--- config.mk ---
export PLATFORM = sky130hd
export DESIGN_NAME = moving_average_with_warmup_unit
export DESIGN_NICKNAME = d
export VERILOG_FILES = /design/src/rtl/mvavg_pkg.sv /design/src/rtl/mvavg_ram.sv /design/src/rtl/mvavg_div.sv /design/src/rtl/moving_average_with_warmup_unit.sv
export SDC_FILE = /design/constraint.sdc
export NUM_CORES = 1
export LEC_CHECK = 0
export BUFFER_PORTS_ARGS = -buffer_cell sky130_fd_sc_hd__clkbuf_2
export CAP_MARGIN = 20
export CORE_AREA = 2 2 286 288
export DETAILED_ROUTE_END_ITERATION = 12
export DIE_AREA = 0 0 288 290
export PLACE_DENSITY = 0.56
export SLEW_MARGIN = 10
export SYNTH_ARGS = -nofsm -noshare
export SYNTH_HDL_FRONTEND = slang
export SYNTH_SLANG_ARGS = --single-unit
--- constraint.sdc ---
create_clock -name clk -period 9.5 [get_ports clk]
set_clock_uncertainty 0.1 [all_clocks]
set_input_delay 0.475 -clock clk [delete_from_list [all_inputs] [get_ports clk]]
set_output_delay 0.475 -clock clk [all_outputs]
set_load 0.02 [all_outputs]
--- src/rtl/mvavg_pkg.sv ---
// shared constants and types for the moving average with warm-up
// no dependencies; imported by mvavg_div and the top level

package mvavg_pkg;

    // sample and average width
    localparam int SAMPLE_W  = 32;
    // default ring depth
    localparam int DEPTH_DEF = 16;

    // request from the sequencer to the divider
    typedef struct packed {
        logic start;
        logic neg;
    } div_req_t;

    // status from the divider back to the sequencer
    typedef struct packed {
        logic busy;
        logic done;
    } div_stat_t;

endpackage

--- src/rtl/mvavg_ram.sv ---
// generic single-port ram with registered read data
// depends on no package

module mvavg_ram #(
    parameter int WIDTH = 32,
    parameter int DEPTH = 16,
    parameter int ADDR_W = (DEPTH > 1) ? $clog2(DEPTH) : 1
) (
    input  logic              clk,
    input  logic              we,
    input  logic              re,
    input  logic [ADDR_W-1:0] addr,
    input  logic [WIDTH-1:0]  wdata,
    output logic [WIDTH-1:0]  rdata
);

    logic [WIDTH-1:0] mem [DEPTH];
    logic [WIDTH-1:0] rdata_reg;

    // write port and registered read port
    always_ff @(posedge clk)
    begin
        if (we)
        begin
            mem[addr] <= wdata;
        end
        if (re)
        begin
            rdata_reg <= mem[addr];
        end
    end

    assign rdata = rdata_reg;

endmodule

--- src/rtl/mvavg_div.sv ---
// restoring divider, one quotient bit per cycle, sign applied at the end
// depends on mvavg_pkg

module mvavg_div
    import mvavg_pkg::*;
#(
    parameter int SUM_W = 36,
    parameter int CNT_W = 5
) (
    input  logic             clk,
    input  logic             rst_n,
    input  div_req_t         req,
    input  logic [SUM_W-1:0] dividend,   // magnitude of the running sum
    input  logic [CNT_W-1:0] divisor,    // sample count, never zero
    output div_stat_t        stat,
    output logic [SAMPLE_W-1:0] quotient
);

    localparam int STEP_W = $clog2(SUM_W + 1);

    logic                busy_reg, busy_next;
    logic                done_reg, done_next;
    logic                neg_reg, neg_next;
    logic [STEP_W-1:0]   step_reg, step_next;
    logic [SUM_W-1:0]    quo_reg, quo_next;
    logic [CNT_W-1:0]    rem_reg, rem_next;
    logic [CNT_W-1:0]    dvs_reg, dvs_next;
    logic [SAMPLE_W-1:0] res_reg, res_next;

    logic [CNT_W:0]      shifted;
    logic [CNT_W:0]      diff;
    logic                fits;
    logic [SUM_W-1:0]    quo_step;

    // one trial subtraction
    always_comb
    begin
        shifted  = {rem_reg, quo_reg[SUM_W-1]};
        diff     = shifted - {1'b0, dvs_reg};
        fits     = (shifted >= {1'b0, dvs_reg});
        quo_step = {quo_reg[SUM_W-2:0], fits};
    end

    // iteration control
    always_comb
    begin
        busy_next = busy_reg;
        done_next = 1'b0;
        neg_next  = neg_reg;
        step_next = step_reg;
        quo_next  = quo_reg;
        rem_next  = rem_reg;
        dvs_next  = dvs_reg;
        res_next  = res_reg;
        if (req.start)
        begin
            busy_next = 1'b1;
            neg_next  = req.neg;
            step_next = '0;
            quo_next  = dividend;
            rem_next  = '0;
            dvs_next  = divisor;
        end
        else if (busy_reg)
        begin
            quo_next = quo_step;
            rem_next = fits ? diff[CNT_W-1:0] : shifted[CNT_W-1:0];
            if (step_reg == STEP_W'(SUM_W - 1))
            begin
                busy_next = 1'b0;
                done_next = 1'b1;
                res_next  = neg_reg ? (~quo_step[SAMPLE_W-1:0] + SAMPLE_W'(1))
                                    : quo_step[SAMPLE_W-1:0];
            end
            else
            begin
                step_next = step_reg + STEP_W'(1);
            end
        end
    end

    always_ff @(posedge clk or negedge rst_n)
    begin
        if (!rst_n)
        begin
            busy_reg <= 1'b0;
            done_reg <= 1'b0;
            step_reg <= '0;
        end
        else
        begin
            busy_reg <= busy_next;
            done_reg <= done_next;
            step_reg <= step_next;
        end
    end

    // datapath registers
    always_ff @(posedge clk)
    begin
        neg_reg <= neg_next;
        quo_reg <= quo_next;
        rem_reg <= rem_next;
        dvs_reg <= dvs_next;
        res_reg <= res_next;
    end

    assign stat.busy = busy_reg;
    assign stat.done = done_reg;
    assign quotient  = res_reg;

endmodule

--- src/rtl/moving_average_with_warmup_unit.sv ---
// top level of the moving average with warm-up: sequencer, ring and running sum
// depends on mvavg_pkg, mvavg_ram and mvavg_div

// Each accepted item is one signed 32-bit sample. It replaces the oldest of the
// last DEPTH samples in a ring, and the block returns the sum of the samples held
// divided by their count (1 to DEPTH while warming up, DEPTH after), truncated
// toward zero. The running sum is SUM_W = 32 + clog2(DEPTH) bits wide, and the
// restoring divider produces one quotient bit per cycle. s_tready is high
// only while no item is in work; a finished result waits in the output register.

module moving_average_with_warmup_unit
    import mvavg_pkg::*;
#(
    parameter int DEPTH = DEPTH_DEF
) (
    input  logic                clk,
    input  logic                rst_n,
    input  logic                s_tvalid,
    output logic                s_tready,
    input  logic [SAMPLE_W-1:0] s_tdata,   // [31:0] sample
    output logic                m_tvalid,
    input  logic                m_tready,
    output logic [SAMPLE_W-1:0] m_tdata    // [31:0] average
);

    localparam int PTR_W = (DEPTH > 1) ? $clog2(DEPTH) : 1;
    localparam int CNT_W = $clog2(DEPTH + 1);
    localparam int SUM_W = SAMPLE_W + PTR_W;
    localparam int EXT_W = SUM_W - SAMPLE_W;

    typedef enum logic [4:0] {
        S_IDLE   = 5'b00001,
        S_READ   = 5'b00010,
        S_UPDATE = 5'b00100,
        S_DIVIDE = 5'b01000,
        S_HOLD   = 5'b10000
    } state_t;

    state_t                state_reg, state_next;
    logic [PTR_W-1:0]      wptr_reg, wptr_next;
    logic [CNT_W-1:0]      fill_reg, fill_next;
    logic [SUM_W-1:0]      sum_reg, sum_next;
    logic [SAMPLE_W-1:0]   sample_reg, sample_next;
    logic [SAMPLE_W-1:0]   avg_reg, avg_next;
    logic                  out_valid_reg, out_valid_next;

    logic                  full;
    logic [SAMPLE_W-1:0]   old_sample;
    logic [SAMPLE_W-1:0]   ram_rdata;
    logic [SUM_W-1:0]      sum_upd;
    logic [SUM_W-1:0]      sum_mag;
    logic [CNT_W-1:0]      fill_upd;
    div_req_t              div_req;
    div_stat_t             div_stat;
    logic [SAMPLE_W-1:0]   div_quo;
    logic                  out_free;

    assign full     = (fill_reg == CNT_W'(DEPTH));
    assign out_free = !out_valid_reg || m_tready;

    // sample ring
    mvavg_ram #(
        .WIDTH (SAMPLE_W),
        .DEPTH (DEPTH),
        .ADDR_W(PTR_W)
    ) u_ring (
        .clk  (clk),
        .we   (state_reg == S_UPDATE),
        .re   (state_reg == S_READ),
        .addr (wptr_reg),
        .wdata(sample_reg),
        .rdata(ram_rdata)
    );

    // running sum update: drop the overwritten sample once the ring is full
    always_comb
    begin
        old_sample = full ? ram_rdata : '0;
        sum_upd    = sum_reg
                   - {{EXT_W{old_sample[SAMPLE_W-1]}}, old_sample}
                   + {{EXT_W{sample_reg[SAMPLE_W-1]}}, sample_reg};
        sum_mag    = sum_upd[SUM_W-1] ? (~sum_upd + SUM_W'(1)) : sum_upd;
        fill_upd   = full ? fill_reg : fill_reg + CNT_W'(1);
    end

    // divider
    mvavg_div #(
        .SUM_W(SUM_W),
        .CNT_W(CNT_W)
    ) u_div (
        .clk     (clk),
        .rst_n   (rst_n),
        .req     (div_req),
        .dividend(sum_mag),
        .divisor (fill_upd),
        .stat    (div_stat),
        .quotient(div_quo)
    );

    // sequencer
    always_comb
    begin
        state_next     = state_reg;
        wptr_next      = wptr_reg;
        fill_next      = fill_reg;
        sum_next       = sum_reg;
        sample_next    = sample_reg;
        avg_next       = avg_reg;
        out_valid_next = out_valid_reg;
        div_req.start  = 1'b0;
        div_req.neg    = sum_upd[SUM_W-1];
        if (out_valid_reg && m_tready)
        begin
            out_valid_next = 1'b0;
        end
        unique case (state_reg)
            S_IDLE:
            begin
                if (s_tvalid)
                begin
                    sample_next = s_tdata;
                    state_next  = S_READ;
                end
            end
            S_READ:
            begin
                state_next = S_UPDATE;
            end
            S_UPDATE:
            begin
                sum_next      = sum_upd;
                fill_next     = fill_upd;
                wptr_next     = (wptr_reg == PTR_W'(DEPTH - 1)) ? '0
                                                                : wptr_reg + PTR_W'(1);
                div_req.start = 1'b1;
                state_next    = S_DIVIDE;
            end
            S_DIVIDE:
            begin
                if (div_stat.done)
                begin
                    state_next = S_HOLD;
                end
            end
            S_HOLD:
            begin
                if (out_free)
                begin
                    avg_next       = div_quo;
                    out_valid_next = 1'b1;
                    state_next     = S_IDLE;
                end
            end
            default:
            begin
                state_next = S_IDLE;
            end
        endcase
    end

    always_ff @(posedge clk or negedge rst_n)
    begin
        if (!rst_n)
        begin
            state_reg     <= S_IDLE;
            wptr_reg      <= '0;
            fill_reg      <= '0;
            sum_reg       <= '0;
            out_valid_reg <= 1'b0;
        end
        else
        begin
            state_reg     <= state_next;
            wptr_reg      <= wptr_next;
            fill_reg      <= fill_next;
            sum_reg       <= sum_next;
            out_valid_reg <= out_valid_next;
        end
    end

    // payload registers
    always_ff @(posedge clk)
    begin
        sample_reg <= sample_next;
        avg_reg    <= avg_next;
    end

    assign s_tready = (state_reg == S_IDLE);
    assign m_tvalid = out_valid_reg;
    assign m_tdata  = avg_reg;

    // fill count never passes the ring depth
    a_fill_bound: assert property (@(posedge clk) disable iff (!rst_n)
        fill_reg <= CNT_W'(DEPTH))
        else $error("fill count above depth");

    // during warm-up the write pointer tracks the fill count
    a_warmup_ptr: assert property (@(posedge clk) disable iff (!rst_n)
        !full |-> (CNT_W'(wptr_reg) == fill_reg))
        else $error("write pointer out of step with fill count");

    // divider is idle whenever a new item can be taken
    a_div_idle: assert property (@(posedge clk) disable iff (!rst_n)
        (state_reg == S_IDLE) |-> !div_stat.busy)
        else $error("divider busy while idle");

    // divider finishes only while the sequencer waits for it
    a_div_done: assert property (@(posedge clk) disable iff (!rst_n)
        div_stat.done |-> (state_reg == S_DIVIDE))
        else $error("divider done outside divide state");

endmodule
After elaboration in Yosys (flattened, before gate mapping)
Memories as Yosys holds them, arrays and structs flattened. A register that Yosys moved wholly into a read port is not among the register bits.
Cells that the tools add are included.
- output and inout bits: 34
- word-level logic and storage cells: 75
- memories: 1
- flip-flop bits (word level): 202
- bits in writable memories: 512
- memories (memory ; words ; width ; rd ports ; clocked after memory_dff ; wr ports ; RTL line ; source):
    u_ring.mem ; 16 ; 32 ; 1 ; 1 ; 1 ; mvavg_ram.sv:17 ; logic [WIDTH-1:0] mem [DEPTH];
- magnitude comparators: 1
- add/sub/neg operators: 8
- equal/unequal tests: 12
- bitwise gates (word level): 3
- reduce and logical (&&, ||, !) cells: 9
- multiplexer cells: 26
- operators by type and width (cell ; number):
    $mux 36 ; 3
    $mux 32 ; 2
    $add 36x1->36 const B ; 1
    $add 36x36->36 ; 1
    $not 36->36 ; 1
    $sub 36x36->36 ; 1
    $add 32x1->32 const B ; 1
    $not 32->32 ; 1
    $mux 5 ; 5
    $pmux 5 s5 ; 1
    $mux 6 ; 3
    $mux 1 ; 11
    $eq 5x5->1 const B ; 2
    $add 6x1->6 const B ; 1
    $eq 6x6->1 const B ; 1
    $ge 6x5->1 ; 1
    $ne 2x2->1 const B ; 3
    $reduce_and 2->1 ; 3
    $reduce_and 3->1 ; 2
    $add 5x1->5 const B ; 1
    $eq 5x1->1 const B ; 1
    $eq 5x2->1 const B ; 1
    $eq 5x3->1 const B ; 1
    $eq 5x4->1 const B ; 1
    other kinds (10) ; 10

Depth between registers and ports, before layout
- depth after elaboration: 8
- depth in mapped cells: 22
- gate-level depth less buffers: 20

Hierarchy
Synthesis repeated with hierarchy kept, for this count alone.
- cells, all modules: 2051
- area, all modules: 32747.7 µm²
- modules (own cells, without submodules) (module ; times used ; cells an instance ; area an instance (µm²)):
    mvavg_ram ; 1 ; 840 ; 20183.1
    moving_average_with_warmup_unit ; 1 ; 907 ; 8408.1
    mvavg_div ; 1 ; 304 ; 4156.5

Worst setup path before layout
No wires, ideal clock.
- path type: register -> register
- start: register fill_reg[0]
- end: register u_div.quo_reg[33], data pin
- setup slack: 4.461 ns
- arrival time: 4.679 ns
- cell stages (with the launch flop): 20
- clock period less this slack: 5.039 ns
- required time: 9.140 ns
- cells stage by stage: dfrtp_1 -> inv_1 -> ha_1 -> nor4bb_1 -> clkbuf_1 -> clkbuf_1 -> and2_1 -> fa_1 -> fa_1 -> nor2b_1 -> o211ai_1 -> a211o_1 -> nand3_1 -> xor2_1 -> or3_1 -> nor4_4 -> and3_4 -> a21oi_2 -> xnor2_1 -> mux2_2
- cells in the longest elaborated chain, start to end: 8
- ends and longest elaborated chain (what ; RTL line ; source):
    start, declared ; moving_average_with_warmup_unit.sv:41 ; logic [CNT_W-1:0] fill_reg, fill_next;
    start signal, assigned ; moving_average_with_warmup_unit.sv:175 ; fill_reg <= fill_next;
    $eq 5x5->1 * ; moving_average_with_warmup_unit.sv:58 ; assign full = (fill_reg == CNT_W'(DEPTH));
    $mux 32 * ; moving_average_with_warmup_unit.sv:78 ; old_sample = full ? ram_rdata : '0;
    $sub 36x36->36 * ; moving_average_with_warmup_unit.sv:80 ; - {{EXT_W{old_sample[SAMPLE_W-1]}}, old_sample}
    $add 36x36->36 * ; moving_average_with_warmup_unit.sv:81 ; + {{EXT_W{sample_reg[SAMPLE_W-1]}}, sample_reg};
    $not 36->36 ; moving_average_with_warmup_unit.sv:82 ; sum_mag = sum_upd[SUM_W-1] ? (~sum_upd + SUM_W'(1)) : sum_upd;
    $add 36x1->36 ; moving_average_with_warmup_unit.sv:82 ;
    $mux 36 * ; moving_average_with_warmup_unit.sv:82 ;
    $mux 36 * ; mvavg_div.sv:55 ; if (req.start)
    via u_div.quo_next[33] ; mvavg_div.sv:25 ; logic [SUM_W-1:0] quo_reg, quo_next;
    end signal, assigned ; mvavg_div.sv:102 ; quo_reg <= quo_next;
    end, declared ; mvavg_div.sv:25 ;
The timed path passes the listed nets; every way through them passes the cells marked *.
A chain may end at the register's enable or synchronous reset.

==> results.yml <==
critical_path:
  crit_required_ns: 9.73
  critPathMaxFanout: 35
  endpoint: "u_div.quo_reg[15]$_DFFE_PP_"
  crit_top_cell: "inv_1"
  reg2regPathDepth: 20
  r2r-end: "u_div.quo_reg[15]$_DFFE_PP_"
  r2r-start: "fill_reg[0]$_DFFE_PN0P_"
  worstSetupPathDepth: 20
  start_kind: "flop"
  startpoint: "fill_reg[0]$_DFFE_PN0P_"
  cp_cell_sequence: "inv_1 > ha_1 > nor4bb_4 > buf_4 > and2_1 > fa_1 > inv_1 > ha_1 > a211oi_1 > o211ai_1 > a21boi_2 > or3_1 > a31oi_1 > o22ai_1 > mux2i_1 > nand4_2 > inv_1 > o21ai_0 > xnor2_1 > o21ai_0"
  regToRegSetupSlack_ns: 3.54
  cp_top_family: "compound AO/OA/AOI/OAI gates"
  critPathBufInv: 4
  critPathCaptureType: "flop"
  worst-endpoint-arrival_ns: 6.19
  crit_type: "reg2reg"
  slowest_stage: "nand4_2"
  critical_path.max_stage_delay_ns: 0.67
die:
  rows: 104
  dieArea_sq_um: 83500
  initial_core_util_pct: 40.8
  die_y_um: 290
  fp.dieW_um: 288
  io_pins: 70
  core-area_sq_um: 80200
synthesis:
  synthAdderAreaFrac_pct: 4.12
  yosys.area_share.simple_pct: 6.31
  ys_seq_area_share_pct: 67.4
  synth_fp_nets: 2141
  synth_cell_type_count: 81
  syn_area_per_cell_sq_um: 16.2
  syn_inst: 2019
  synth_ff_type: "edfxtp_1"
  syn_area_sq_um: 32700
  synthXorXnorAreaFrac_pct: 2.83
  synth_edf_count: 682
  synth_top_family_by_area: "multiplexers"
  synth_compound_area_share_pct: 5.14
  synthMuxAreaShare_pct: 11.2
  synthArstFlopShare_pct: 7.91
  synth-seq-cells: 746
  yosysWarnings: 0
timing:
  rsz0062_at_grt: "no"
  tns_ns: 0
  clock.fmax_ghz: 0.168
  whs_ns: 0.0856
  setup_viol: 0
  slew_headroom_pct: 25.1
  finalHoldViolations: 0
  fin_crit_sh_pct: 62.8
  slew_viol_final: 0
  min_period_ns: 5.96
  worst_pin_slew_ns: 1.12
clocking:
  cts_resized: 0
  clock_latency_ns: 0.64
  cts_num_sinks: 746
  clk_pin_slew_worst_paths_ns: 0.06
  clock-root-buffer: "clkbuf_16"
  cts_buffer_depth: 3
  ctsHtreeMaxLevel: 3
  cts_inserted_buffers: 80
  cts_tree: "yes"
final_layout:
  area_growth_syn_to_layout_pct: 14.0
  n_antenna_cell: 0
  fillers: 6956
  drive_gt1_share_pct: 19.5
  nNetsFinal: 2273
  finalInstanceArea_sq_um: 37300
  largest_reg_flops: 512
power_and_ir_drop:
  power_mw: 12.6
  power.leakage_nw: 12.8
  vdd_ir_drop_max_v: 0.000245
  p_per_area_nw_per_um2: 339
detailed_routing:
  vias: 17377
  final_antenna_net_count: 0
  drtPass1Iterations: 5
  route.detailed.drc: 0
  avgViaCountPerCell: 5.31
  drt_iter0_drc: 1355
  wl_per_cell_um: 22.0
  routed_wl_mm: 71.9
grt:
  grt_pass1_wl_mm: 111
  grt_max_degree: 105
  grt_usage_pct: 17.6
  antenna_found_initial: 0
  first_global_vias: 17882
  overflow: 0
placement:
  portBuffers: 69
  dp_hpwl_mm: 42.9
  dpl-instance-area_sq_um: 34400
  gp_congestion: 0.889
status:
  outcome: "complete, no violations"
worst_hold_path:
  min_path_type: "in2async"
flow_run:
  cap_violations: 0
## worst min-delay path by stage
stage,cells after the start,slack [ns],end
2_1_floorplan,0,0.08,fill_reg[0]$_DFFE_PN0P_
3_3_place_gp,1,0.18,m_tvalid$_DFF_PN0_
3_5_place_dp,1,0.18,m_tvalid$_DFF_PN0_
4_1_cts,2,0.05,m_tvalid$_DFF_PN0_
5_1_grt,2,0.08,m_tvalid$_DFF_PN0_
6_report,2,0.09,m_tvalid$_DFF_PN0_
## synth_stat cells, types with 18 or more instances
master / count / area, sq um
nor2_1: 76 / 285
nand4_1: 18 / 113
and2_1: 52 / 325
mux4_2: 160 / 3600
ha_1: 50 / 626
edfxtp_1: 682 / 20500
clkbuf_1: 55 / 206
fa_1: 36 / 721
xnor2_1: 74 / 648
o21ai_0: 101 / 505
a21oi_1: 67 / 335
dfrtp_1: 58 / 1450
inv_1: 167 / 627
nand2_1: 130 / 488
xor2_1: 28 / 245
## metal layers
metal | vias up | routed length [um] | global-route usage, %
met2 | 476 | 34000 | 27.8
li1 | 7950 | - | -
met5 | - | 0 | 0
met1 | 8870 | 33200 | 25.7
met4 | 0 | 1170 | 4.40
met3 | 81 | 3590 | 2.60
## cell type report
cell class	instances	area, sq um	share of cell area, %
clock inverter	48	499	1.34
inverter	168	631	1.69
timing repair buffer	131	908	2.44
clock buffer	98	2090	5.61
multi-input combinational	1024	9760	26.2
tap	1060	1330	3.56
sequential	746	22100	59.2
## report_power, final
part	internal (mW)	switching, mW
Combinational	2.02	3.04
Sequential	4.12	0.409
Clock	1.79	1.27
Total	7.92	4.72
## cells by family (layout without fill, tap and decap cells)
logic type / Yosys count / after routing
muxes: 167 / 167
xor gates and xnor gates: 104 / 104
and+or+nand+nor: 394 / 394
AOI/OAI and AO/OA: 273 / 273
adders and majority gates: 86 / 86
DFF: 746 / 746
buffers and inverters: 249 / 445
## what timing repair did
action,4_1_cts,5_1_grt
setup buffers,0,0
endpoints found under the hold margin,37,0
hold buffers,34,0
setup endpoints to repair,0,0
## per-stage QoR
stage	util, %	setup slack (ns)	cells
floorplan	-	4.46	2019
global placement	42.9	3.65	3095
detailed placement	42.9	3.52	3095
CTS	46.5	3.47	3275
global route	46.5	3.02	3275
finish	46.5	3.54	3275
## layout by cell type, fill, tap and decap left out, types with 12 or more instances in the layout
| cell type | Yosys | final |
|---|---|---|
| and2_1 | 52 | 39 |
| dlygate4sd3_1 | 0 | 34 |
| ha_1 | 50 | 50 |
| buf_4 | 0 | 27 |
| clkbuf_1 | 55 | 17 |
| nor2_1 | 76 | 75 |
| clkbuf_16 | 0 | 81 |
| xor2_1 | 28 | 28 |
| o31ai_1 | 14 | 14 |
| clkbuf_2 | 0 | 68 |
| edfxtp_1 | 682 | 682 |
| xnor2_1 | 74 | 74 |
| inv_1 | 167 | 167 |
| a21oi_1 | 67 | 67 |
| o21ai_0 | 101 | 101 |
| a31oi_1 | 15 | 15 |
| and2_2 | 0 | 13 |
| clkinv_1 | 0 | 17 |
| nor3_1 | 13 | 13 |
| mux4_2 | 160 | 160 |
| nand4_1 | 18 | 18 |
| fa_1 | 36 | 36 |
| nand3_1 | 17 | 16 |
| dfrtp_1 | 58 | 54 |
| nand2_1 | 130 | 130 |
| clkinv_2 | 0 | 12 |
Power figures use the tool's default switching activity.
